$ cat config.mk
export PLATFORM = sky130hd
export DESIGN_NAME = rgnc_cdiv_cell
export DESIGN_NICKNAME = d
export VERILOG_FILES = /design/src/sv/rgnc_pkg.sv /design/src/sv/rgnc_cdiv_cell.sv
export SDC_FILE = /design/constraint.sdc
export NUM_CORES = 1
export LEC_CHECK = 0
export BUFFER_PORTS_ARGS = -buffer_cell sky130_fd_sc_hd__buf_2
export CORE_UTILIZATION = 40
export DETAILED_ROUTE_END_ITERATION = 16
export PLACE_DENSITY_LB_ADDON = 0.2
export SLEW_MARGIN = 20
export SYNTH_ARGS = -nofsm -noshare
export SYNTH_HDL_FRONTEND = slang
export SYNTH_SLANG_ARGS = --single-unit
$ cat constraint.sdc
create_clock -name clk -period 6.6 [get_ports clk]
set_clock_uncertainty 0.05 [all_clocks]
set_input_delay 0.66 -clock clk [delete_from_list [all_inputs] [get_ports clk]]
set_output_delay 0.66 -clock clk [all_outputs]
set_load 0.05 [all_outputs]
$ cat src/sv/rgnc_pkg.sv
// Shared types, widths and helpers for the rectangle grid node coordinate block.
// No dependencies; every other file imports this package.
package rgnc_pkg;

  localparam int MAX_SIDE = 1024;
  localparam int CNT_W    = 11;
  localparam int NODE_W   = 21;
  localparam int SIZE_W   = 24;
  localparam int COORD_W  = 24;
  localparam int M_W      = 12;
  localparam int IQ_W     = $clog2(MAX_SIDE);
  localparam int IREM_W   = NODE_W - IQ_W;
  localparam int CQ_W     = SIZE_W - 1;
  localparam int CREM_W   = CNT_W + 1;
  localparam int PROD_W   = CNT_W + SIZE_W;

  typedef enum logic [1:0] {
    REG_NODES_X  = 2'd0,
    REG_NODES_Y  = 2'd1,
    REG_WIDTH_X  = 2'd2,
    REG_HEIGHT_Y = 2'd3
  } cfg_reg_t;

  typedef struct packed {
    logic                  err;
    logic                  bnd;
    logic signed [M_W-1:0] mx;
    logic signed [M_W-1:0] my;
    logic signed [1:0]     nrx;
    logic signed [1:0]     nry;
  } item_t;

  typedef struct packed {
    logic [IREM_W-1:0] rem;
    logic [IQ_W-1:0]   low;
  } idiv_t;

  typedef struct packed {
    logic              neg;
    logic [CREM_W-1:0] rem;
    logic [CQ_W-1:0]   low;
  } cdiv_t;

  typedef struct packed {
    logic              err;
    logic              bnd;
    logic signed [1:0] nrx;
    logic signed [1:0] nry;
    cdiv_t             x;
    cdiv_t             y;
  } citem_t;

  function automatic logic [CNT_W-1:0] clamp_cnt(input logic [CNT_W-1:0] v);
    logic [CNT_W-1:0] r;
    r = v;
    if (v == '0) r = CNT_W'(1);
    else if (v > CNT_W'(MAX_SIDE)) r = CNT_W'(MAX_SIDE);
    return r;
  endfunction

endpackage

$ cat src/sv/rgnc_cdiv_cell.sv
// One quotient bit of both coordinate divisions, |m|*size by 2n, x and y lanes.
// Depends on rgnc_pkg.
module rgnc_cdiv_cell (
  input  logic                        clk,
  input  logic                        rst_n,
  input  logic                        en,
  input  logic [rgnc_pkg::CREM_W-1:0] dx,
  input  logic [rgnc_pkg::CREM_W-1:0] dy,
  input  logic                        in_valid,
  input  rgnc_pkg::citem_t            in_item,
  output logic                        valid_r,
  output rgnc_pkg::citem_t            item_r
);
  import rgnc_pkg::*;

  citem_t item_nxt;

  function automatic cdiv_t step(input cdiv_t c, input logic [CREM_W-1:0] d);
    logic [CREM_W:0] t;
    logic            ge;
    cdiv_t           r;
    t  = {c.rem, c.low[CQ_W-1]};
    ge = t >= (CREM_W + 1)'(d);
    r.neg = c.neg;
    r.rem = ge ? CREM_W'(t - (CREM_W + 1)'(d)) : CREM_W'(t);
    r.low = {c.low[CQ_W-2:0], ge};
    return r;
  endfunction

  always_comb begin
    item_nxt   = in_item;
    item_nxt.x = step(in_item.x, dx);
    item_nxt.y = step(in_item.y, dy);
  end

  always_ff @(posedge clk) begin
    if (!rst_n) begin
      valid_r <= 1'b0;
    end else if (en) begin
      valid_r <= in_valid;
    end
  end

  always_ff @(posedge clk) begin
    if (en) begin
      item_r <= item_nxt;
    end
  end

endmodule

After elaboration in Yosys (flattened, before gate mapping)
Cells that the tools add are included.

word-level totals
  logic and storage cells = 17
  input bits = 106
  register bits = 79
  output and inout port bits = 79

cells by class
  multiplexer cells = 2
  add/sub/neg operators = 2
  order comparisons = 2

operator list
  operator          number
  $ge A13 B12 Y1    2
  $mux W12          2
  $sub A12 B12 Y12  2

Depth between registers and ports, before layout
  word-level depth = 2
  gate-level depth with buffers = 10

Worst setup path after synthesis
No wires, ideal clock.

  path type = in2reg
  start = in dy[1] (netlist name)
  end = reg item_r[27] (netlist name), data pin
  data required time = 6.288 ns
  arrival = 2.614 ns
  path slack = 3.673 ns
  stages on the path = 10
  path through = inv_1 ha_1 nor2b_1 o31a_1 nor3_2 o21a_2 a21oi_2 a2111oi_4 buf_6 mux2_1

RTL lines
  what                  RTL line              RTL
  start, declared       rgnc_cdiv_cell.sv:8   input logic [rgnc_pkg::CREM_W-1:0] dy,
  end signal, assigned  rgnc_cdiv_cell.sv:46  item_r <= item_nxt;
  end, declared         rgnc_cdiv_cell.sv:12  output rgnc_pkg::citem_t item_r

==> impl_table.tex <==
\begin{tabular}{lr}
\hline
Metric & Value \\
\hline
\multicolumn{2}{l}{\textbf{Status}} \\
Status & completed \\
\multicolumn{2}{l}{\textbf{Finish}} \\
Number of inserted diodes & 0 \\
Signed area change from the synthesized netlist to the final layout & 32.5\% \\
Commonest non-fill, non-tap cell in the layout & sky130\_fd\_sc\_hd\_\_buf\_2 \\
Post-route standard cell area excluding fillers & 0.00516 mm\^{}2 \\
Filler Cells Inserted & between 700 and 800 \\
Most frequent cells in the layout & sky130\_fd\_sc\_hd\_\_buf\_2, sky130\_fd\_sc\_hd\_\_edfxtp\_1, sky130\_fd\_sc\_hd\_\_inv\_1 \\
\# nets final & 600 \\
Share of layout cells above drive strength 1 & 46.9\% \\
\multicolumn{2}{l}{\textbf{Worst setup path}} \\
Worst Path Arrival & 3210 ps \\
Crit path from & dy[1] \\
Highest fanout seen on the critical path & 13 \\
Type of element capturing the critical path & register \\
Data required time of the worst path & 6670 ps \\
Element type at the critical path start & primary input \\
Setup Crit Path Kind & primary input to register \\
Startpoint of the lowest-slack register-to-register path & valid\_r \\
\multicolumn{2}{l}{\textbf{STA}} \\
Final cycle utilization of the critical path & between 40\% and 50\% \\
Max Clock Freq & $\sim$320 MHz \\
Post-route setup slack & 3460 ps \\
Final min period & 3140 ps \\
Least-Margin Pin Slew & 1020 ps \\
RSZ-0062 raised after global routing & no \\
Final-report hold violation count & 0 \\
Fin Setup TNS & 0 ps \\
Number of pins with negative max-slew slack in the final report & 0 \\
Setup violation total in the final timing report & 0 \\
Relative slew margins & 32.1\% \\
\multicolumn{2}{l}{\textbf{CTS}} \\
Cts bufs inserted & 9 \\
Worst-Skew Late Latency & $\sim$350 ps \\
Clock input transition at the sequential cells of the worst setup and hold paths & 90 ps \\
Buffer count from post-CTS setup fixing & 0 \\
Maximum count of clock buffers along a single path & 2 \\
Root buffer cell & sky130\_fd\_sc\_hd\_\_clkbuf\_8 \\
Gates resized, CTS repair & 0 \\
TritonCTS clock tree & yes \\
Number of clock sinks & between 70 and 80 \\
H-Tree Depth & 3 \\
Hold buffer count at CTS & 0 \\
\multicolumn{2}{l}{\textbf{Die}} \\
Chip height & around 100 um \\
Number of primary I/O pins & $\sim$190 \\
Die area & 0.0101 mm\^{}2 \\
Initial standard-cell utilization of the core & 41.7\% \\
Count of standard-cell rows & 35 \\
Floorplan die width & 101 um \\
Core region area & between 0.009 and 0.01 mm\^{}2 \\
\multicolumn{2}{l}{\textbf{Drt}} \\
Detailed-router iteration count before antenna repair & 4 \\
Final antenna-violating net count & 0 \\
Count of vias placed by the detailed router & 2837 \\
Number of design rule violations left after detail routing & 0 \\
Routed Wire Length & 8920 um \\
Count of routing violations after the opening detailed-route iteration & 73 \\
Avg Vias per Cell & around 4.7 \\
Drt wl/cell & 14.8 um \\
\multicolumn{2}{l}{\textbf{Logic synthesis}} \\
Number of distinct library cells after synthesis & 40 \\
Post-synthesis average cell area & 14.2 um\^{}2 \\
Synthesized netlist net count & 406 \\
Mapped cell area & 0.00389 mm\^{}2 \\
EDFF count, synth & 78 \\
Total of flip-flops plus latches after synthesis & 79 \\
Portion of the post-synthesis area used by sequential elements & around three fifths \\
Share of async-settable or async-resettable flops after synthesis & 0\% \\
Number of synthesis warnings & 0 \\
Gate count after technology mapping & 274 \\
Dominant register cell in the synthesized netlist & sky130\_fd\_sc\_hd\_\_edfxtp\_1 \\
\multicolumn{2}{l}{\textbf{Global route}} \\
Largest net degree at the start of global routing & 80 \\
Antenna violations before repair & 0 \\
Number of global-route vias before repair & roughly 2700 \\
Remaining global-route overflow & 0 \\
Global-route wire length before repair & 13500 um \\
Global Route Usage Sum & between 10\% and 20\% \\
\multicolumn{2}{l}{\textbf{Power and ir drop}} \\
Static leakage & 0.00237 uW \\
Combinational power share & between 30\% and 40\% \\
Areal power density over the cells & 275 mW/mm\^{}2 \\
Sequential share of power & 44.0\% \\
Max IR drop VDD & approximately 0.11 mV \\
Switching part of the total power & between 30\% and 40\% \\
Switch Pwr & 496 uW \\
Clock group share of total power & 25.9\% \\
Design internal power & 924 uW \\
\multicolumn{2}{l}{\textbf{Placed design}} \\
Area post-placement & 0.00496 mm\^{}2 \\
RD Place Congestion & 0.818 \\
IO buf count & approximately 180 \\
DP Worst Slack & $\sim$3000 ps \\
HPWL reported at the end of detailed placement & around 6700 um \\
\multicolumn{2}{l}{\textbf{Hold path}} \\
Origin of the worst min-delay path & in\_item[8] \\
Hold WC Path Type & primary input to register \\
\multicolumn{2}{l}{\textbf{Run}} \\
Max-cap viol count & 0 \\
\hline
\end{tabular}
registers in the layout (all words and copies together) (netlist names):
signal / cells
valid_r: 1
item_r: 78
cell usage after synthesis, types with 5 or more instances:
cell type | n | area share, %
sky130_fd_sc_hd__nor2b_1 | 6 | 0.96
sky130_fd_sc_hd__a21oi_1 | 14 | 1.8
sky130_fd_sc_hd__o21ai_0 | 7 | 0.90
sky130_fd_sc_hd__mux2i_1 | 5 | 1.3
sky130_fd_sc_hd__mux2_1 | 7 | 2.0
sky130_fd_sc_hd__inv_1 | 33 | 3.2
sky130_fd_sc_hd__nand3_1 | 6 | 0.77
sky130_fd_sc_hd__edfxtp_1 | 78 | 60
sky130_fd_sc_hd__xor2_1 | 6 | 1.4
sky130_fd_sc_hd__xnor2_1 | 9 | 2.0
sky130_fd_sc_hd__a21o_1 | 6 | 1.2
sky130_fd_sc_hd__mux2_4 | 7 | 2.7
sky130_fd_sc_hd__mux2_2 | 6 | 1.7
sky130_fd_sc_hd__nor2_1 | 11 | 1.1
sky130_fd_sc_hd__ha_1 | 24 | 7.7
worst max-delay path, cell delays in order:
cell and delay [ps]:
sky130_fd_sc_hd__buf_2 110, sky130_fd_sc_hd__inv_1 40, sky130_fd_sc_hd__ha_1 300, sky130_fd_sc_hd__nor2b_1 140
sky130_fd_sc_hd__o31a_1 280, sky130_fd_sc_hd__nor3_2 110, sky130_fd_sc_hd__o21a_2 190, sky130_fd_sc_hd__a21oi_2 70
sky130_fd_sc_hd__a2111oi_4 900, sky130_fd_sc_hd__mux2_2 420
path summary, 6_finish.rpt:
| path | slack (ps) | cells past startpoint | end |
|---|---|---|---|
| setup reg to reg | 5950 | 2 | valid_r |
| setup / recovery | 3460 | 10 | item_r[34] |
| hold reg to reg | 480 | 2 | valid_r |
| hold / removal | 420 | 1 | item_r[9] |
power groups by stage:
stage	Clock [uW]	Combinational [uW]	Sequential [uW]
2_1_floorplan	0	132	820
3_3_place_gp	0	423	636
3_5_place_dp	0	430	637
4_1_cts	381	431	626
5_1_grt	395	457	631
6_report	367	428	625
area by class of cell:
class                           count  area (um^2)  area share (%)
Clock inverter                      6         68.8            1.33
Inverter                           33          124            2.40
Tap cell                          129          161            3.13
Clock buffer                       10          128            2.47
Timing Repair Buffer              185          931            18.0
Multi-Input combinational cell    160         1380            26.8
Sequential cell                    79         2360            45.8
layer usage:
layer	vias up	wire (um)	global-route usage (%)
met5	-	0	0
met4	0	185	8.14
met3	12	771	5.13
met2	126	4270	30.2
met1	1299	3700	21.0
li1	1400	-	-
stage by stage:
stage	std cells	hold slack [ps]	utilization [%]	power, uW
after global routing	602	405	55.3	1480
final	602	421	55.3	1420
after global placement	586	441	53.2	1060
after detailed placement	586	462	53.2	1070
after CTS	602	404	55.3	1440
after floorplan	274	693	-	952
cell families (layout without fill, tap and decap cells):
family                   Yosys count  after routing  synth area share, %
flip-flops                        79             79                 60.7
AO/OA/AOI/OAI                     50             50                 9.80
AND/OR/NAND/NOR                   44             44                 5.88
buffers and inverters             35            234                 3.76
adder cells (fa/ha/maj)           26             26                 8.74
multiplexers                      25             25                 7.75
XOR/XNOR                          15             15                 3.38
Note: power is estimated with default switching activity, not from simulation.
