### src/sv/rgnc_pkg.sv
// Shared types, widths and helpers for the rectangle grid node coordinate block.
// No dependencies; every other file imports this package.
package rgnc_pkg;

  localparam int MAX_SIDE = 1024;
  localparam int CNT_W    = 11;
  localparam int NODE_W   = 21;
  localparam int SIZE_W   = 24;
  localparam int COORD_W  = 24;
  localparam int M_W      = 12;
  localparam int IQ_W     = $clog2(MAX_SIDE);
  localparam int IREM_W   = NODE_W - IQ_W;
  localparam int CQ_W     = SIZE_W - 1;
  localparam int CREM_W   = CNT_W + 1;
  localparam int PROD_W   = CNT_W + SIZE_W;

  typedef enum logic [1:0] {
    REG_NODES_X  = 2'd0,
    REG_NODES_Y  = 2'd1,
    REG_WIDTH_X  = 2'd2,
    REG_HEIGHT_Y = 2'd3
  } cfg_reg_t;

  typedef struct packed {
    logic                  err;
    logic                  bnd;
    logic signed [M_W-1:0] mx;
    logic signed [M_W-1:0] my;
    logic signed [1:0]     nrx;
    logic signed [1:0]     nry;
  } item_t;

  typedef struct packed {
    logic [IREM_W-1:0] rem;
    logic [IQ_W-1:0]   low;
  } idiv_t;

  typedef struct packed {
    logic              neg;
    logic [CREM_W-1:0] rem;
    logic [CQ_W-1:0]   low;
  } cdiv_t;

  typedef struct packed {
    logic              err;
    logic              bnd;
    logic signed [1:0] nrx;
    logic signed [1:0] nry;
    cdiv_t             x;
    cdiv_t             y;
  } citem_t;

  function automatic logic [CNT_W-1:0] clamp_cnt(input logic [CNT_W-1:0] v);
    logic [CNT_W-1:0] r;
    r = v;
    if (v == '0) r = CNT_W'(1);
    else if (v > CNT_W'(MAX_SIDE)) r = CNT_W'(MAX_SIDE);
    return r;
  endfunction

endpackage

### src/sv/rgnc_front.sv
// Input stage: range check, inner/boundary split and boundary offsets.
// Depends on rgnc_pkg.
module rgnc_front (
  input  logic                        clk,
  input  logic                        rst_n,
  input  logic                        en,
  input  logic                        in_valid,
  input  logic [rgnc_pkg::NODE_W-1:0] node_number,
  input  logic [rgnc_pkg::CNT_W-1:0]  nx,
  input  logic [rgnc_pkg::CNT_W-1:0]  ny,
  output logic                        valid_r,
  output rgnc_pkg::item_t             item_r,
  output rgnc_pkg::idiv_t             div_r
);
  import rgnc_pkg::*;

  logic [NODE_W-1:0] inner, total, b, dvd;
  logic [NODE_W-1:0] x21, y21;
  logic signed [15:0] xs, ys, bs;
  item_t item_nxt;

  always_comb begin
    x21   = NODE_W'(nx);
    y21   = NODE_W'(ny);
    inner = x21 * y21;
    total = inner + (x21 << 1) + (y21 << 1);
    b     = node_number - inner;
    xs    = 16'(signed'({1'b0, nx}));
    ys    = 16'(signed'({1'b0, ny}));
    bs    = 16'(signed'({1'b0, b[12:0]}));
    dvd   = '0;
    item_nxt = '0;
    priority if (node_number == '0 || node_number > total) begin
      item_nxt.err = 1'b1;
    end else if (node_number <= inner) begin
      dvd = node_number - NODE_W'(1);
    end else begin
      item_nxt.bnd = 1'b1;
      priority if (b <= x21) begin
        item_nxt.mx  = M_W'(2 * bs - 16'sd1 - xs);
        item_nxt.my  = M_W'(ys);
        item_nxt.nry = 2'sd1;
      end else if (b <= x21 + y21) begin
        item_nxt.mx  = M_W'(xs);
        item_nxt.my  = M_W'(2 * xs + ys + 16'sd1 - 2 * bs);
        item_nxt.nrx = 2'sd1;
      end else if (b <= (x21 << 1) + y21) begin
        item_nxt.mx  = M_W'(3 * xs + 2 * ys + 16'sd1 - 2 * bs);
        item_nxt.my  = M_W'(-ys);
        item_nxt.nry = -2'sd1;
      end else begin
        item_nxt.mx  = M_W'(-xs);
        item_nxt.my  = M_W'(2 * bs - 4 * xs - 3 * ys - 16'sd1);
        item_nxt.nrx = -2'sd1;
      end
    end
  end

  always_ff @(posedge clk) begin
    if (!rst_n) begin
      valid_r <= 1'b0;
    end else if (en) begin
      valid_r <= in_valid;
    end
  end

  always_ff @(posedge clk) begin
    if (en) begin
      item_r    <= item_nxt;
      div_r.rem <= dvd[NODE_W-1:IQ_W];
      div_r.low <= dvd[IQ_W-1:0];
    end
  end

endmodule

### config.mk
export PLATFORM = sky130hd
export DESIGN_NAME = rgnc_front
export DESIGN_NICKNAME = d
export VERILOG_FILES = /design/src/sv/rgnc_pkg.sv /design/src/sv/rgnc_front.sv
export SDC_FILE = /design/constraint.sdc
export NUM_CORES = 1
export LEC_CHECK = 0
export ABC_AREA = 1
export BUFFER_PORTS_ARGS = -buffer_cell sky130_fd_sc_hd__buf_4
export CAP_MARGIN = 10
export CORE_UTILIZATION = 55
export DETAILED_ROUTE_END_ITERATION = 6
export PLACE_DENSITY = 0.73
export SYNTH_ARGS = -nofsm -noshare
export SYNTH_HDL_FRONTEND = slang
export SYNTH_SLANG_ARGS = --single-unit
### constraint.sdc
create_clock -name clk -period 14.7 [get_ports clk]
set_input_delay 4.41 -clock clk [delete_from_list [all_inputs] [get_ports clk]]
set_output_delay 4.41 -clock clk [all_outputs]
set_load 0.05 [all_outputs]
After elaboration in Yosys (flattened, before gate mapping)
Index checks and enable logic that the tools add are counted.

word-level totals
  bits of input ports = 47
  bits in registers = 52
  output and inout bits = 52
  word-level logic and storage cells = 56

cells by class
  bitwise operators = 1
  multiply operators = 3
  add/sub/neg operators = 19
  magnitude comparators = 5
  muxes and demuxes = 10
  reductions and logical operators = 6

operators by type and width
  operator                                                              number
  12-bit subtractor                                                     5
  24-bit 2-to-1 mux                                                     2
  21-bit by 12-bit adder with 21-bit output                             2
  29-bit 2-to-1 mux                                                     1
  26-bit 2-to-1 mux                                                     1
  12-bit by 1-bit adder with 12-bit output, second input constant       2
  2-bit by 11-bit multiplier with 12-bit output, first input constant   2
  11-bit negation with 12-bit output                                    2
  21-bit > comparator                                                   1
  21-bit by 11-bit <= comparator with 1-bit output                      1
  21-bit by 12-bit <= comparator with 1-bit output                      1
  21-bit by 13-bit <= comparator with 1-bit output                      1
  21-bit <= comparator                                                  1
  21-bit zero test                                                      1
  11-bit by 11-bit multiplier with 21-bit output                        1
  21-bit by 1-bit subtractor with 21-bit output, second input constant  1
  21-bit subtractor                                                     1
  12-bit by 11-bit adder with 13-bit output                             1
  11-bit by 11-bit adder with 12-bit output                             1
  12-bit by 11-bit adder with 12-bit output                             1
  12-bit adder                                                          1
  12-bit by 1-bit subtractor with 12-bit output, second input constant  1
  12-bit by 2-bit subtractor with 12-bit output, second input constant  1
  2-bit 2-to-1 mux                                                      5
  other kinds (6)                                                       7

Depth between registers and ports, before layout
  depth in word-level cells = 9
  depth in mapped cells = 46
  depth with buffers taken out = 46

Worst setup path before layout
Ideal clock, no wire load.

  path type = in2reg
  start point = input port nx[7] in the netlist's numbering
  end point = register item_r[17] in the netlist's numbering, data pin
  cell stages on the path = 37
  path slack = 2.884 ns
  buffers on the path = 2
  arrival time = 11.558 ns
  cell sequence = clkbuf_1 > nand2_1 > fa_1 > fa_1 > fa_1 > inv_1 > fa_1 > fa_1 > ha_1 > nand2_2 > inv_1 > a21oi_1 > nand2_2 > xnor2_1 > inv_1 > fa_1 > ha_1 > inv_1 > o21ai_0 > nand3_1 > nand2_1 > nand3_1 > nor3_1 > nand2_1 > xor2_1 > ha_1 > nand4_1 > nor2_1 > nand3_1 > a32o_1 > o21ai_2 > inv_2 > nand3_2 > inv_2 > buf_2 > o211ai_1 > nor2_1

between the ends
  word-level cells in the longest chain between the ends = 6
  elaborated cells on any way between the ends = 16
  classes of those cells = add/sub (5); mul (1); order compare (5); mux (3); reduce/logical (2)

RTL lines
  what                                                                                                           RTL line                            source
  start: declaration                                                                                             rgnc_front.sv:9                     input logic [rgnc_pkg::CNT_W-1:0] nx,
  11-bit by 11-bit multiplier with 21-bit output                                                                 rgnc_front.sv:25                    inner = x21 * y21;
  21-bit by 12-bit adder with 21-bit output or 21-bit subtractor (tied branches)                                 rgnc_front.sv:26, rgnc_front.sv:27
  21-bit by 12-bit adder with 21-bit output or 21-bit by 13-bit <= comparator with 1-bit output (tied branches)  rgnc_front.sv:26, rgnc_front.sv:47
  21-bit > comparator or 24-bit 2-to-1 mux (tied branches)                                                       rgnc_front.sv:33, rgnc_front.sv:47
  1-bit logical OR or 26-bit 2-to-1 mux (tied branches)                                                          rgnc_front.sv:33, rgnc_front.sv:43
  2-bit OR reduction (no line) or 24-bit 2-to-1 mux (tied branches)                                              n/a
  end signal: assignment                                                                                         rgnc_front.sv:69                    item_r <= item_nxt;
  end: declaration                                                                                               rgnc_front.sv:12                    output rgnc_pkg::item_t item_r,

Parallel ways exist; a longest one is shown, timed or not.
A chain may end at the register's enable or synchronous reset.

Final worst setup path
  start point = input port nx[2] in the netlist's numbering
  end point = register item_r[25] in the netlist's numbering, data pin

between the ends
  word-level cells in the longest chain between the ends = 7
  elaborated cells on any way between the ends = 23
  classes of those cells = add/sub (11); mul (2); order compare (5); mux (3); reduce/logical (2)

RTL lines
  what
  branches (longest 7 deep; another with 11-bit by 11-bit multiplier with 21-bit output)

Several ways; the timed one is not identified.

==> results by stage <==
Run status:
- The run finished, with violations left.
- The checks that failed: design-rule violations.

Clock tree:
- The post-CTS clock slew at the launch and capture registers of the worst setup and hold paths is 80 ps.
- The number of setup buffers added after CTS is 0.
- TritonCTS created 5 clock buffers.
- The count of clock tree sinks is 52.
- The number of levels the H-tree was split into is 2.
- Counting along the longest clock path gives a buffer depth of 2.
- The root buffer cell is sky130_fd_sc_hd__clkbuf_16.
- The TritonCTS clock tree is yes.
- The hold-fix buffer count after cts is 0.
- For the worst-skew pair, the clock arrives at the later sink with an insertion delay of 310 ps.
- After clock tree synthesis, the repair step resized 0 gates.

Synth:
- The count of cell types in the netlist is 56.
- The flip-flop cell with the highest count after synthesis is sky130_fd_sc_hd__edfxtp_1.
- Dividing the synthesized area by the synthesized cell count gives 7.757 um^2.
- The number of warning messages in the yosys log is 0.
- The instance count of the mapped netlist is 1808.
- The mapped netlist covers 0.01402 mm^2.
- The register area share after synthesis is 0.1106.
- The synthesized flop and latch total is 52.
- The synthesized design contains 51 enable-type register cells.
- The post-synthesis async set-or-reset flop share is 0.
- Counting every net in the synthesized netlist gives 2220.

Detailed routing:
- In this run the remaining antenna-violating nets after routing total 0.
- The routed wirelength normalized by instance count is 17.99 um.
- Wires add up to 39810 um.
- The average via count per standard cell is 5.617.
- The detailed-route DRC error count is 2.
- In this run, the number of DRC markers left after iteration 0 of detailed routing was 827.
- Detailed routing inserted a total of 12430 vias.
- The pre-antenna-repair detailed-routing pass consisted of 7 iterations.

Floorplan:
- The die is 161.7 um wide.
- The floorplan die height is 161.7 um.
- The floorplan has 58 rows.
- The I/O pin count is 99.
- The die covers 0.02614 mm^2.
- The starting density of the core is 0.5586.
- The placeable core region is 0.02511 mm^2.

STA:
- The minimum period implied by the final worst setup slack is 12970 ps.
- The final number of max-transition violations came to 0.
- The relative max-transition margin is 0.3179.
- Adding up every negative setup slack in the final design gives 0 ps.
- The pin slew with the least headroom to its limit is 1020 ps.
- For the final database, setup skew stands at 0 ps.
- Of the available clock period, the critical path in the final layout requires 0.8822.
- The maximum clock frequency is 0.07711 GHz.
- The final-report hold violation count was 0.
- Setup violations remaining at the end of the flow were counted as 0.
- Setup repair after global routing left no endpoint under its margin.

Placed design:
- The congestion estimate from routability-driven global placement came to 0.9747.
- The post-DP HPWL is 32270 um.
- The number of placed instances with taps included is 2205.
- Input and output buffers added on the ports amount to 98.

Setup path:
- STA classifies the critical path endpoint as a flop.
- In this run the worst path has a maximum fanout of 25.
- The worst setup path is launched from an input port.
- Data arrives at the worst endpoint at 13120 ps.
- The critical setup path kind is in2reg.
- The critical-path cell with the highest stage delay is sky130_fd_sc_hd__fa_1.
- The required arrival time at the worst endpoint is 14850 ps.
- The largest incremental delay on the critical path is 530 ps.

Global route:
- For this run the aggregate overflow at the end of global routing stands at 0.
- The number of global-route vias before repair is 12740.
- The maximum number of pins on one net before global-route repair is 54.
- The wire length of the first global-routing pass is 64800 um.
- For this run, global-route usage on met2 was measured as 0.5705.
- After global routing, the most crowded layer is met2.
- The number of antenna violations at the first check in global routing came to 0.
- In the global route stage, met1 resource usage came out at 0.3787.
- The global routing usage summed across all routing layers is 0.3171.
- The global routing met3 resource utilization is 0.03141.

Layout:
- Excluding fillers, the count of instances in the completed layout stands at 2213.
- The net count of the finished layout is 2294.
- The synthesis-to-finish area growth is 8.502%.
- The layout cell share with drive strength beyond 1 is 0.08869.
- The antenna diode instance count is 0.
- The number of filler cells placed in the layout is 2319.

Run:
- Across the run, the number of max-cap violations was 0.

Worst hold path:
- In this run the worst hold path is classified as reg2reg.
-- per-stage QoR --
step	utilization	cell area, um^2	hold WS [ps]	setup slack (ps)
finish	0.6060	15220	565.3	1731
global route	0.6060	15220	596.5	1082
CTS	0.6060	15220	558.7	1855
detailed placement	0.5994	15050	537.6	1555
global placement	0.5994	15050	522.5	1716
floorplan	-	14020	753.5	2884
-- layer usage --
metal	part of all wire	routed length, um	vias up
li1	-	-	5973
met1	0.40	15820	5848
met2	0.49	19650	463
met3	0.058	2302	146
met4	0.051	2037	0
met5	0	0	-
-- sequential cells by signal (all words and copies together) (netlist names) --
name and flops:
item_r 30, valid_r 1, div_r 21
-- final timing paths --
check                        from  slack [ps]  cells after the start                        to
max                         nx[2]        1730                     43  item_r[25]$_SDFFCE_PP0P_
min          valid_r$_SDFFE_PN0P_         570                      2      valid_r$_SDFFE_PN0P_
max reg2reg  valid_r$_SDFFE_PN0P_       14030                      2      valid_r$_SDFFE_PN0P_
min reg2reg  valid_r$_SDFFE_PN0P_         570                      2      valid_r$_SDFFE_PN0P_
-- cell families after synthesis --
kind of cell	count (synthesis)	share of synthesized area
XOR/XNOR	136	0.08493
adder cells (fa/ha/maj)	365	0.4011
buffers and inverters	384	0.1057
flip-flops	52	0.1106
AND/OR/NAND/NOR	615	0.1963
AO/OA/AOI/OAI	256	0.1013
-- layout by cell type, fill, tap and decap left out, types with 34 or more instances in the layout --
cell | Yosys | final
sky130_fd_sc_hd__ha_1 | 224 | 224
sky130_fd_sc_hd__buf_4 | 2 | 107
sky130_fd_sc_hd__nand4_1 | 34 | 34
sky130_fd_sc_hd__xor2_1 | 81 | 81
sky130_fd_sc_hd__a21oi_1 | 138 | 138
sky130_fd_sc_hd__edfxtp_1 | 51 | 51
sky130_fd_sc_hd__nand2_1 | 343 | 343
sky130_fd_sc_hd__nor2_1 | 79 | 79
sky130_fd_sc_hd__o21ai_0 | 68 | 68
sky130_fd_sc_hd__nand3_1 | 80 | 80
sky130_fd_sc_hd__fa_1 | 141 | 141
sky130_fd_sc_hd__inv_1 | 336 | 336
sky130_fd_sc_hd__xnor2_1 | 55 | 55
-- synth_stat cells, types with 22 or more instances --
cell type,number,area (um^2)
sky130_fd_sc_hd__xor2_1,81,709.4
sky130_fd_sc_hd__nand2_1,343,1287
sky130_fd_sc_hd__ha_1,224,2803
sky130_fd_sc_hd__edfxtp_1,51,1531
sky130_fd_sc_hd__fa_1,141,2823
sky130_fd_sc_hd__nor2_1,79,296.5
sky130_fd_sc_hd__nor3_1,22,110.1
sky130_fd_sc_hd__nand4_1,34,212.7
sky130_fd_sc_hd__a21oi_1,138,690.7
sky130_fd_sc_hd__clkbuf_1,25,93.84
sky130_fd_sc_hd__nand3_1,80,400.4
sky130_fd_sc_hd__o21ai_0,68,340.3
sky130_fd_sc_hd__inv_1,336,1261
sky130_fd_sc_hd__xnor2_1,55,481.7
-- critical path: cells and delay by family --
kind            cells  cell delay (ps)
simple gates       13             1700
xor+xnor            2              420
compound gates      9             1700
buf+inv             9             1140
fa+ha+maj          10             3720
-- layout make-up --
class | instances | area [um^2] | area share
clock inverter | 2 | 38.79 | 0.002549
clock buffer | 6 | 128.9 | 0.008469
timing repair buffer | 107 | 803.3 | 0.05279
tap | 330 | 412.9 | 0.02713
sequential | 52 | 1551 | 0.1020
inverter | 344 | 1291 | 0.08485
multi-input combinational | 1372 | 10990 | 0.7222
Power is left out: the tool's default activity adds up to more than one toggle a clock period on the data nets, which glitch-free logic cannot reach.
