File: config.mk
export PLATFORM = sky130hd
export DESIGN_NAME = rgnc_idiv_cell
export DESIGN_NICKNAME = d
export VERILOG_FILES = /design/src/sv/rgnc_pkg.sv /design/src/sv/rgnc_idiv_cell.sv
export SDC_FILE = /design/constraint.sdc
export NUM_CORES = 1
export LEC_CHECK = 0
export ABC_CLOCK_PERIOD_IN_PS = 5000
export BUFFER_PORTS_ARGS = -buffer_cell sky130_fd_sc_hd__buf_4
export CAP_MARGIN = 20
export CORE_ASPECT_RATIO = 0.6
export CORE_MARGIN = 2
export CORE_UTILIZATION = 49
export CTS_CLUSTER_SIZE = 10
export DETAILED_ROUTE_END_ITERATION = 7
export PLACE_DENSITY = 0.93
export SLEW_MARGIN = 5
export SYNTH_ARGS = -nofsm -noshare
export SYNTH_HDL_FRONTEND = slang
export SYNTH_SLANG_ARGS = --single-unit
export TNS_END_PERCENT = 20
File: constraint.sdc
create_clock -name clk -period 5 [get_ports clk]
set_input_delay 1 -clock clk [delete_from_list [all_inputs] [get_ports clk]]
set_output_delay 1 -clock clk [all_outputs]
set_load 0.02 [all_outputs]
File: src/sv/rgnc_pkg.sv
// Shared types, widths and helpers for the rectangle grid node coordinate block.
// No dependencies; every other file imports this package.
package rgnc_pkg;

  localparam int MAX_SIDE = 1024;
  localparam int CNT_W    = 11;
  localparam int NODE_W   = 21;
  localparam int SIZE_W   = 24;
  localparam int COORD_W  = 24;
  localparam int M_W      = 12;
  localparam int IQ_W     = $clog2(MAX_SIDE);
  localparam int IREM_W   = NODE_W - IQ_W;
  localparam int CQ_W     = SIZE_W - 1;
  localparam int CREM_W   = CNT_W + 1;
  localparam int PROD_W   = CNT_W + SIZE_W;

  typedef enum logic [1:0] {
    REG_NODES_X  = 2'd0,
    REG_NODES_Y  = 2'd1,
    REG_WIDTH_X  = 2'd2,
    REG_HEIGHT_Y = 2'd3
  } cfg_reg_t;

  typedef struct packed {
    logic                  err;
    logic                  bnd;
    logic signed [M_W-1:0] mx;
    logic signed [M_W-1:0] my;
    logic signed [1:0]     nrx;
    logic signed [1:0]     nry;
  } item_t;

  typedef struct packed {
    logic [IREM_W-1:0] rem;
    logic [IQ_W-1:0]   low;
  } idiv_t;

  typedef struct packed {
    logic              neg;
    logic [CREM_W-1:0] rem;
    logic [CQ_W-1:0]   low;
  } cdiv_t;

  typedef struct packed {
    logic              err;
    logic              bnd;
    logic signed [1:0] nrx;
    logic signed [1:0] nry;
    cdiv_t             x;
    cdiv_t             y;
  } citem_t;

  function automatic logic [CNT_W-1:0] clamp_cnt(input logic [CNT_W-1:0] v);
    logic [CNT_W-1:0] r;
    r = v;
    if (v == '0) r = CNT_W'(1);
    else if (v > CNT_W'(MAX_SIDE)) r = CNT_W'(MAX_SIDE);
    return r;
  endfunction

endpackage

File: src/sv/rgnc_idiv_cell.sv
// One quotient bit of the row/column split (node number minus one by nx).
// Depends on rgnc_pkg.
module rgnc_idiv_cell (
  input  logic                       clk,
  input  logic                       rst_n,
  input  logic                       en,
  input  logic [rgnc_pkg::CNT_W-1:0] divisor,
  input  logic                       in_valid,
  input  rgnc_pkg::item_t            in_item,
  input  rgnc_pkg::idiv_t            in_div,
  output logic                       valid_r,
  output rgnc_pkg::item_t            item_r,
  output rgnc_pkg::idiv_t            div_r
);
  import rgnc_pkg::*;

  logic [IREM_W:0] t;
  logic            ge;
  idiv_t           div_nxt;

  always_comb begin
    t  = {in_div.rem, in_div.low[IQ_W-1]};
    ge = t >= (IREM_W + 1)'(divisor);
    div_nxt.rem = ge ? IREM_W'(t - (IREM_W + 1)'(divisor)) : IREM_W'(t);
    div_nxt.low = {in_div.low[IQ_W-2:0], ge};
  end

  always_ff @(posedge clk) begin
    if (!rst_n) begin
      valid_r <= 1'b0;
    end else if (en) begin
      valid_r <= in_valid;
    end
  end

  always_ff @(posedge clk) begin
    if (en) begin
      item_r <= in_item;
      div_r  <= div_nxt;
    end
  end

endmodule

Word-level counts from Yosys, hierarchy flattened
Cells that the tools add are included.

storage, ports and cells
  register bits = 52

cells by class
  multiplexer cells = 1
  order comparisons = 1
  add/subtract/negate cells = 1

operator list
  operator                                                        count
  12-bit by 11-bit greater-or-equal comparator with 1-bit output  1
  11-bit two-way mux                                              1
  11-bit subtractor                                               1

Longest topological paths before layout
Gate-level depths: netlist (run 1).

  depth after elaboration = 2
  depth in mapped cells = 10
  gate-level depth less buffers = 9

Worst setup path after synthesis (run 1)
Ideal clock, no wire load.

  path kind = input port to flip-flop
  from = input in_div[9] in the netlist's numbering
  to = register div_r[12] in the netlist's numbering, data pin
  arrival = 2600 ps
  cell stages on the path = 10
  path buffers = 1
  setup time = 254 ps
  path slack = 2146 ps
  cell sequence = inv_1 > ha_1 > fa_1 > and2b_1 > o21ai_2 > a311oi_2 > o2bb2ai_2 > buf_6 > nand2_1 > o21ai_2

RTL lines
  element               line                  RTL
  from (decl)           rgnc_idiv_cell.sv:10  input rgnc_pkg::idiv_t in_div,
  to (signal assigned)  rgnc_idiv_cell.sv:39  div_r <= div_nxt;
  to (decl)             rgnc_idiv_cell.sv:13  output rgnc_pkg::idiv_t div_r

==> summary.md, run 1 <==
| Metric | Value |
|---|---|
| Run status | completed |
| Fmax | ~330 MHz |
| Area delta synth->final | 44.1% |
| Post-layout minimum cycle time | between 3 and 4 ns |
| First-pass GRT wire length | between 8000 and 9000 um |
| Share of cells above drive strength 1 | ~47% |
| CTS Buf Count | 5 |
| Final hold viol count | 0 |
| Vias in the first global route | 1637 |
| Die height | around 57 um |
| Crit Path Class | in -> reg |
| Number of antenna-violating nets in the routed design | 0 |
| Initial antenna violation count | 0 |
| Placed cell areas | approximately 3300 um2 |
| Crit-path leading delay family | compound AO/OA/AOI/OAI gates |
| Cell Area, Synth | approximately 2300 um2 |
| # hold bufs at CTS | 0 |
| Vias per cell | 4.96 |
| Crit-path max cell delay | about 0.8 ns |
| # Max-Cap Violations | 0 |
| # DRC | 0 |
| Commonest non-fill, non-tap cell in the layout | buf_4 |
| DP Wirelength | around 4500 um |
| DIE WIDTH | 92.9 um |
| CP startpoint kind | primary input |
| Slew Limit Fails | 0 |
| CP max FO | 21 |
| Iter 0 DRT Violations | 59 |
| Peak supply drop | approximately 170 uV |
| Die area | 5320 um2 |
| I/O Pins | around 120 |
| Sequential area share after synthesis | about two thirds |
| Most frequent cells in the layout | buf_4, edfxtp_1, nand2_1, inv_1, ha_1 |
| Start of the worst register-to-register path | valid_r$_SDFFE_PN0P_ |
| Final WL | 5630 um |
| End-of-flow core utilization | 73.3% |
| Hold Crit Class | reg -> reg |
| Max stage delay cell, worst path | o2bb2ai_2 |
| CTS root buffer | clkbuf_8 |
| Post-CTS sizing | 0 |
| Crit path cell chain | buf_4 > inv_1 > ha_1 > fa_1 > and2b_1 > o21ai_2 > a311oi_2 > o2bb2ai_2 > o31ai_1 |
| Slew headroom | around 33% |
| Post-CTS setup buffers | 0 |
| P per Cell Area | about 310 nW/um2 |
| R2R depth | 2 |
| # clock sinks | 52 |
| Inserted Diodes | 0 |
| Largest net degree at the start of global routing | 53 |
| Synth Net Count | roughly 240 |
| Core Area | roughly 4600 um2 |
| Rows | 19 |
| Unrepaired setup endpoints after global routing | no |
| Crit path capture | div_r[14]$_DFFE_PP_ |
| Crit Reg-Reg Endpoint | valid_r$_SDFFE_PN0P_ |
| Critical path buffer and inverter count | 2 |
| Filler Cell Count | ~320 |
| Routed WL per cell | about 16 um |
| 1st-pass router iterations | 4 |
| Tightest Pin Transition | 0.999 ns |
| Arrival time worst endpoint | about 3.1 ns |
| IO Port Bufs | around 120 |
| Final setup violation count | 0 |
| CTS clock-pin slew for the worst setup and hold paths | around 0.090 ns |
| Placer Congestion | 0.834 |
| Setup Total Neg Slack | 0 ns |
| Total GRT Usage | 20.3% |
| Synth Register Bits | 52 |
| Flop-to-flop setup slack | 4.40 ns |
| Final instance area | roughly 3300 um2 |
| Synth cell types | 37 |
| Gr ovfl total | 0 |
| H-Tree Depth | 2 |
| Tcrit/Tclk final | between 60% and 70% |
| Initial Utilization | 50.9% |
| Critical path required time | 5.02 ns |
| Crit. path cell count | 9 |
| Clock Latency Late Sink | 0.30 ns |
| Crit. End Element | register |
| Vias | about 1700 |
| Yosys warns | 0 |
| Mapped Cells | about 160 |
| Leak | 1.49 nW |
| Crit path launch | in_div[9] |
| CTS Buffer Depth | 2 |
| # nets final | roughly 360 |
| Skew final | 0 ns |
| TritonCTS clock tree | yes |
| Mapped Avg Cell Area | between 10 and 15 um2 |
## final cells by class
| cell class | instances | area (um2) | share of cell area [%] |
|---|---|---|---|
| Inverter | 16 | 60.1 | 1.80 |
| Timing Repair Buffer | 117 | 878 | 26.3 |
| Multi-Input combinational cell | 94 | 688 | 20.6 |
| Clock buffer | 6 | 72.6 | 2.17 |
| Tap cell | 63 | 78.8 | 2.36 |
| Sequential cell | 52 | 1550 | 46.4 |
| Clock inverter | 2 | 16.3 | 0.486 |
## sequential cells by signal (all words and copies together) (netlist names)
name,count
div_r,21
item_r,30
valid_r,1
## metal layers
layer / up-vias / GRT usage (%) / wire [um]
met3: 0 / 7.79 / 460
met1: 810 / 25.1 / 2390
met4: 0 / 1.89 / 0
li1: 857 / - / -
met5: - / 0 / 0
met2: 70 / 35.8 / 2780
## Yosys cell counts
cell type / number / area [um2]
edfxtp_1: 51 / 1530
nand2_1: 19 / 71.3
inv_1: 16 / 60.1
ha_1: 11 / 138
o21ai_2: 8 / 70.1
a21oi_1: 6 / 30.0
nor2_1: 5 / 18.8
xor2_1: 4 / 35.0
nand2b_1: 3 / 18.8
nand4_1: 3 / 18.8
nor2b_1: 3 / 18.8
o21ai_0: 3 / 15.0
a21o_1: 2 / 15.0
and3_1: 2 / 12.5
buf_6: 2 / 22.5
o211ai_1: 2 / 15.0
o21ai_1: 2 / 10.0
o31ai_1: 2 / 15.0
xnor2_1: 2 / 17.5
a21oi_2: 1 / 8.76
a311oi_2: 1 / 15.0
a31oi_1: 1 / 6.26
and2b_1: 1 / 7.51
dfxtp_1: 1 / 20.0
fa_1: 1 / 20.0
mux2i_1: 1 / 10.0
nor3_1: 1 / 5.00
nor4_1: 1 / 6.26
nor4bb_1: 1 / 10.0
o2111ai_1: 1 / 8.76
o211a_1: 1 / 10.0
o21a_1: 1 / 7.51
o221ai_2: 1 / 15.0
o2bb2ai_2: 1 / 15.0
o31a_1: 1 / 8.76
o41ai_1: 1 / 8.76
or2_1: 1 / 6.26
## kinds of logic after synthesis
group	Yosys count	share of synthesized area (%)
multiplexers	1	0.431
XOR/XNOR	6	2.26
flip-flops	52	66.8
adder cells (fa/ha/maj)	12	6.79
AND/OR/NAND/NOR	40	8.35
AO/OA/AOI/OAI	35	11.8
buffers and inverters	18	3.56
## power breakdown
group | internal (W) | total, W | switching (W) | leakage [nW]
sequential | 0.000529 | 0.000541 | 0.0000129 | 0.507
combinational | 0.000123 | 0.000269 | 0.000146 | 0.938
clock | 0.0000996 | 0.000232 | 0.000132 | 0.0414
## worst min-delay path by stage
stage | start | to | slack, ns | cells past startpoint
2_1_floorplan | valid_r$_SDFFE_PN0P_ | valid_r$_SDFFE_PN0P_ | 0.59 | 2
3_3_place_gp | valid_r$_SDFFE_PN0P_ | valid_r$_SDFFE_PN0P_ | 0.50 | 2
3_5_place_dp | valid_r$_SDFFE_PN0P_ | valid_r$_SDFFE_PN0P_ | 0.52 | 2
4_1_cts | valid_r$_SDFFE_PN0P_ | valid_r$_SDFFE_PN0P_ | 0.54 | 2
5_1_grt | valid_r$_SDFFE_PN0P_ | valid_r$_SDFFE_PN0P_ | 0.58 | 2
6_report | valid_r$_SDFFE_PN0P_ | valid_r$_SDFFE_PN0P_ | 0.53 | 2
## through the flow
stage | hold WS (ns) | std cells | setup WS [ns] | total power, W
after floorplan | 0.589 | 164 | 2.15 | 0.000696
after global placement | 0.504 | 342 | 1.74 | 0.000810
after detailed placement | 0.520 | 342 | 1.62 | 0.000821
after CTS | 0.538 | 350 | 1.94 | 0.00105
after global routing | 0.576 | 350 | 1.76 | 0.00109
final | 0.534 | 350 | 1.97 | 0.00104
## worst register-to-register path: stages (launching register included)
cell,delay (ns)
dfxtp_1,0.32
mux2i_1,0.12
nor2b_1,0.06
No activity file was read; power rests on OpenSTA's default activity.
==> run 2, diff against run 1 <==
- ABC_AREA: unset -> 1
- ABC_CLOCK_PERIOD_IN_PS: 5000 -> 3000
- CORE_UTILIZATION: 49 -> 46
- PLACE_DENSITY: 0.93 -> 0.87
- clock period: 5 -> 3 ns (I/O delays scaled with it)
==> summary.md, run 2 <==
| Metric | Value |
|---|---|
| Run status | completed |
| Post-layout minimum cycle time | between 2 and 2.5 ns |
| Worst Hold Depth | 1 |
| Fmax | between 400 and 500 MHz |
| Fin worst setup slack | between 0.8 and 0.9 ns |
| Hold WS | ~0.47 ns |
| Iter 0 DRT Violations | 83 |
| # hold bufs at CTS | 0 |
| Area contributors post-synth | edfxtp_1, nand2_1, ha_1 |
| Final WL | between 6000 and 7000 um |
| Initial Utilization | 48.8% |
| Yosys warns | 0 |
| # Max-Cap Violations | 0 |
| Final cell count without fillers | around 410 |
| Leak | 1.70 nW |
| Critical path buffer and inverter count | 3 |
| FFs w/ async S/R, synth | 0% |
| TritonCTS clock tree | yes |
| Worst Hold End | item_r[21]$_DFFE_PP_ |
| Commonest non-fill, non-tap cell in the layout | buf_4 |
| Peak supply drop | around 350 uV |
| Initial antenna violation count | 0 |
| Slew Limit Fails | 0 |
| Largest register FFs | 30 |
| Most frequent cells in the layout | buf_4, nand2_1, edfxtp_1, inv_1, ha_1 |
| H-Tree Depth | 2 |
| Placer Congestion | between 0.8 and 0.9 |
| I/O Pins | roughly 120 |
| Post-CTS setup buffers | 0 |
| Most common cell in the synthesized netlist | nand2_1 |
| Setup Total Neg Slack | 0 ns |
| Gr ovfl total | 0 |
| R2R depth | 2 |
| Area delta synth->final | 40.6% |
| Largest net degree at the start of global routing | 54 |
| # placed instances | between 400 and 500 |
| Start of the worst register-to-register path | valid_r$_SDFFE_PN0P_ |
| Total GRT Usage | 19.0% |
| First-pass GRT wire length | roughly 8700 um |
| CTS root buffer | clkbuf_8 |
| Crit Path Class | in -> reg |
| Vias | 1994 |
| Inserted Diodes | 0 |
| Post-CTS sizing | 0 |
| Largest registers | item_r x30, div_r x21, valid_r x1 |
| Final setup violation count | 0 |
| P per Cell Area | between 400 and 500 nW/um2 |
| Clock Latency Late Sink | roughly 0.30 ns |
| Final hold viol count | 0 |
| Tightest Pin Transition | 0.636 ns |
| CTS Buffer Depth | 2 |
| Crit. End Element | register |
| DP Wirelength | between 4000 and 5000 um |
| DIE WIDTH | about 100 um |
| Sequential area share after synthesis | between 60% and 70% |
| Mapped Avg Cell Area | between 10 and 15 um2 |
| # clock sinks | 52 |
| Share of cells above drive strength 1 | 43.7% |
| Crit-path leading delay family | simple AND/OR/NAND/NOR gates |
| Vias in the first global route | ~1700 |
| Area leader, netlist | edfxtp_1 |
| # nets final | 420 |
| Max stage delay cell, worst path | nand4_4 |
| Unrepaired setup endpoints after global routing | no |
| Core Area | a little over 5000 um2 |
| Skew final | 0 ns |
| Flop-to-flop setup slack | about 2.3 ns |
| Die area | ~6100 um2 |
| CP startpoint kind | primary input |
| Tcrit/Tclk final | 70.1% |
| Synth top area share | between 60 and 70% |
| # DRC | 0 |
| Crit path launch | in_div[9] |
| Mapped Cells | between 200 and 250 |
| Synth Register Bits | 52 |
| Number of antenna-violating nets in the routed design | 0 |
| Number of synthesized flops with an enable pin | about 50 |
| Die height | 61.4 um |
| CTS clock-pin slew for the worst setup and hold paths | ~0.1 ns |
| Cell Area, Synth | ~2500 um2 |
| Min-delay src | in_item[21] |
| IO Port Bufs | ~120 |
| Critical path required time | between 3 and 4 ns |
| Synth cell types | 28 |
| CTS Buf Count | 5 |
| CP max FO | 17 |
| Crit path cell chain | buf_4 > inv_1 > ha_1 > fa_1 > inv_1 > nand3_1 > nand3_2 > nand2_4 > nand4_4 > nand2_1 > o21ai_2 |
| Rows | 20 |
| Filler Cell Count | 385 |
| Commonest cells post-synth | nand2_1, edfxtp_1, inv_1 |
| Routed WL per cell | around 15 um |
| Top reg by flops | item_r |
| Synth Net Count | between 200 and 300 |
| Vias per cell | slightly below 5 |
| Slew headroom | 57.6% |
| Pre-CTS WS | 0.600 ns |
| Hold Crit Class | in -> reg |
| Crit-path max cell delay | around 0.28 ns |
| Arrival time worst endpoint | between 2 and 2.5 ns |
| Crit path top cell by count | inv_1 |
| Primary FF master, synth | edfxtp_1 |
| 1st-pass router iterations | 4 |
| Crit Reg-Reg Endpoint | valid_r$_SDFFE_PN0P_ |
[run 2: changes by cell type after synthesis, sizes merged, moves of 3 or more]
cell | previous run | this run
nand2b | 3 | 0
nand3 | 0 | 15
o21ai | 13 | 6
nor2 | 5 | 11
nand4 | 3 | 10
nand3b | 0 | 4
nor2b | 3 | 0
nand2 | 19 | 60
inv | 16 | 38
[run 2: cell families after synthesis]
kind of cell | count (synthesis) | share of synthesized area (%)
simple gates | 102 | 21.9
flops | 52 | 61.4
buf+inv | 40 | 6.63
fa+ha+maj | 12 | 6.24
compound gates | 11 | 2.77
xor+xnor | 3 | 1.04
[run 2: routing by layer]
metal  global-route usage [%]  routed length (um)
met5                        0                   0
met2                     30.3                2730
met4                     4.31                  49
met1                     27.2                2850
met3                     4.20                 465
[run 2: power by group]
| group | switching (W) | internal (W) |
|---|---|---|
| clock network | 0.000238 | 0.000166 |
| registers | 0.0000189 | 0.000877 |
| logic | 0.000260 | 0.000200 |
| total | 0.000517 | 0.00124 |
[run 2: worst reg2reg max path, stage by stage (launching register included)]
cell and delay (ns):
dfxtp_1 0.32, o21ai_0 0.16, a21oi_1 0.06
[run 2: how the worst max path moves through the flow]
stage	end	slack [ns]	cells past startpoint
after global placement	div_r[14]$_DFFE_PP_	0.69	11
after global routing	div_r[14]$_DFFE_PP_	0.74	11
final	div_r[14]$_DFFE_PP_	0.90	11
after CTS	div_r[14]$_DFFE_PP_	0.90	11
after detailed placement	div_r[10]$_DFFE_PP_	0.60	11
after floorplan	div_r[12]$_DFFE_PP_	0.89	10
[run 2: final cells by class]
type	instances	area, um2	share of cell area (%)
Timing Repair Buffer	117	878	24.7
Tap cell	66	82.6	2.32
Clock inverter	3	21.3	0.599
Inverter	38	143	4.01
Multi-Input combinational cell	128	808	22.7
Clock buffer	5	68.8	1.94
Sequential cell	52	1550	43.7
[run 2: metrics by stage]
step / area (um2) / util, % / total power, W
2_1_floorplan: 2530 / - / 0.00116
3_3_place_gp: 3460 / 66.9 / 0.00136
3_5_place_dp: 3460 / 66.9 / 0.00137
4_1_cts: 3550 / 68.6 / 0.00177
5_1_grt: 3550 / 68.6 / 0.00183
6_report: 3550 / 68.6 / 0.00176
==> run 3, diff against run 2 <==
- ABC_CLOCK_PERIOD_IN_PS: 3000 -> 2040
- clock period: 3 -> 2.04 ns (I/O delays scaled with it)
==> summary.md, run 3 (synthesis gave the netlist of run 2 again) <==
| Metric | Value |
|---|---|
| Run status | completed |
| # nets final | between 400 and 500 |
| CP max FO | 17 |
| Tcrit/Tclk final | around nine tenths |
| Pre-CTS WS | -0.145 ns |
| Critical path required time | 2.09 ns |
| TritonCTS clock tree | yes |
| Final hold viol count | 0 |
| Filler Cell Count | 390 |
| Largest net degree at the start of global routing | 54 |
| I/O Pins | roughly 120 |
| Tightest Pin Transition | about 0.66 ns |
| Post-CTS sizing | 0 |
| Area of the multi-input gates | slightly above 800 um2 |
| Vias | between 2000 and 2500 |
| CP startpoint kind | primary input |
| Setup Total Neg Slack | 0 ns |
| # Max-Cap Violations | 0 |
| Vias per cell | roughly 4.9 |
| Area delta synth->final | 44.8% |
| Fmax | about 540 MHz |
| H-Tree Depth | 2 |
| IO Port Bufs | 117 |
| Internal | 0.00185 W |
| Most frequent cells in the layout | buf_4, nand2_1, edfxtp_1, inv_1, ha_1 |
| Final cell count without fillers | 423 |
| Leak | 1.77 nW |
| Die area | between 6000 and 7000 um2 |
| CTS clock-pin slew for the worst setup and hold paths | ~0.09 ns |
| Reg area | approximately 1600 um2 |
| Crit. End Element | register |
| Initial antenna violation count | 0 |
| Number of antenna-violating nets in the routed design | 0 |
| 1st-pass router iterations | 4 |
| # DRC | 0 |
| Sequential power share | roughly half |
| Placer Congestion | approximately 0.85 |
| Final setup violation count | 0 |
| CTS Buf Count | 5 |
| Slew Limit Fails | 0 |
| Clock Latency Late Sink | ~0.29 ns |
| Clock Power Share | 22.3% |
| Total GRT Usage | a little under 20% |
| Hold Crit Class | in -> reg |
| Top reg by flops | item_r |
| Iter 0 DRT Violations | 109 |
| Final WL | roughly 6000 um |
| Slew headroom | approximately 56% |
| Core Area | about 5200 um2 |
| P per Cell Area | 711 nW/um2 |
| # clock sinks | 52 |
| Commonest non-fill, non-tap cell in the layout | buf_4 |
| Post-layout minimum cycle time | 1.86 ns |
| Peak supply drop | 429 uV |
| # placed instances | a little over 400 |
| Start of the worst register-to-register path | valid_r$_SDFFE_PN0P_ |
| Rows | 20 |
| Vias in the first global route | ~1800 |
| Initial Utilization | between 40% and 50% |
| Routed WL per cell | around 14 um |
| Switch share | between 20 and 30% |
| Unrepaired setup endpoints after global routing | no |
| Largest register FFs | 30 |
| Share of cells above drive strength 1 | about 46% |
| # hold bufs at CTS | 0 |
| P_sw | ~0.00075 W |
| Min-delay src | in_item[9] |
| Die height | about 60 um |
| First-pass GRT wire length | 8980 um |
| DIE WIDTH | roughly 100 um |
| Crit Path Class | in -> reg |
| Inserted Diodes | 0 |
| DP Wirelength | 4850 um |
| Crit path launch | in_div[9] |
| Fin worst setup slack | between 0.15 and 0.2 ns |
| Post-CTS setup buffers | 0 |
| CTS Buffer Depth | 2 |
| Comb power frac | a little over a quarter |
| Gr ovfl total | 0 |
| Largest registers | item_r x30, div_r x21, valid_r x1 |
| Arrival time worst endpoint | 1.90 ns |
| Skew final | 0 ns |
| CTS root buffer | clkbuf_8 |
-- run 3: critical path, cell delays in order --
cell,delay (ns)
buf_4,0.10
inv_1,0.06
ha_1,0.19
fa_1,0.22
inv_1,0.07
nand3_1,0.08
nand3_2,0.13
nand2_4,0.13
nand4_4,0.27
nand2_1,0.17
o21ai_2,0.06
-- run 3: power groups by stage --
| stage | sequential, W | combinational, W | clock, W |
|---|---|---|---|
| 3_5_place_dp | 0.00134 | 0.000701 | 0 |
| 3_3_place_gp | 0.00134 | 0.000687 | 0 |
| 6_report | 0.00132 | 0.000701 | 0.000581 |
| 4_1_cts | 0.00132 | 0.000703 | 0.000601 |
| 5_1_grt | 0.00133 | 0.000756 | 0.000641 |
| 2_1_floorplan | 0.00147 | 0.000235 | 0 |
-- run 3: layer usage --
| layer | track usage (%) | vias to the layer above | share of wire (%) |
|---|---|---|---|
| li1 | - | 1008 | - |
| met2 | 32.3 | 94 | 45 |
| met4 | 4.11 | 0 | 0.60 |
| met5 | 0 | - | 0 |
| met1 | 27.8 | 972 | 48 |
| met3 | 3.97 | 2 | 6.8 |
-- run 3: metrics by stage --
stage	power, W	hold slack (ns)	area, um2	utilization, %
2_1_floorplan	0.00171	0.501	2530	-
5_1_grt	0.00273	0.263	3660	70.7
4_1_cts	0.00262	0.273	3660	70.7
3_5_place_dp	0.00205	0.546	3570	68.9
6_report	0.00260	0.282	3660	70.7
3_3_place_gp	0.00203	0.522	3570	68.9
-- run 3: area by class of cell --
class | count | area share (%)
Inverter | 38 | 3.90
Multi-Input combinational cell | 128 | 22.1
Tap cell | 66 | 2.26
Sequential cell | 52 | 42.4
Clock buffer | 5 | 1.88
Clock inverter | 3 | 0.615
Timing Repair Buffer | 131 | 26.9
-- run 3: path summary, 6_finish.rpt --
path                     endpoint  slack, ns  cells past startpoint
max reg2reg  valid_r$_SDFFE_PN0P_       1.39                      2
min reg2reg  valid_r$_SDFFE_PN0P_       0.55                      2
max           div_r[14]$_DFFE_PP_       0.18                     11
min           item_r[9]$_DFFE_PP_       0.28                      1
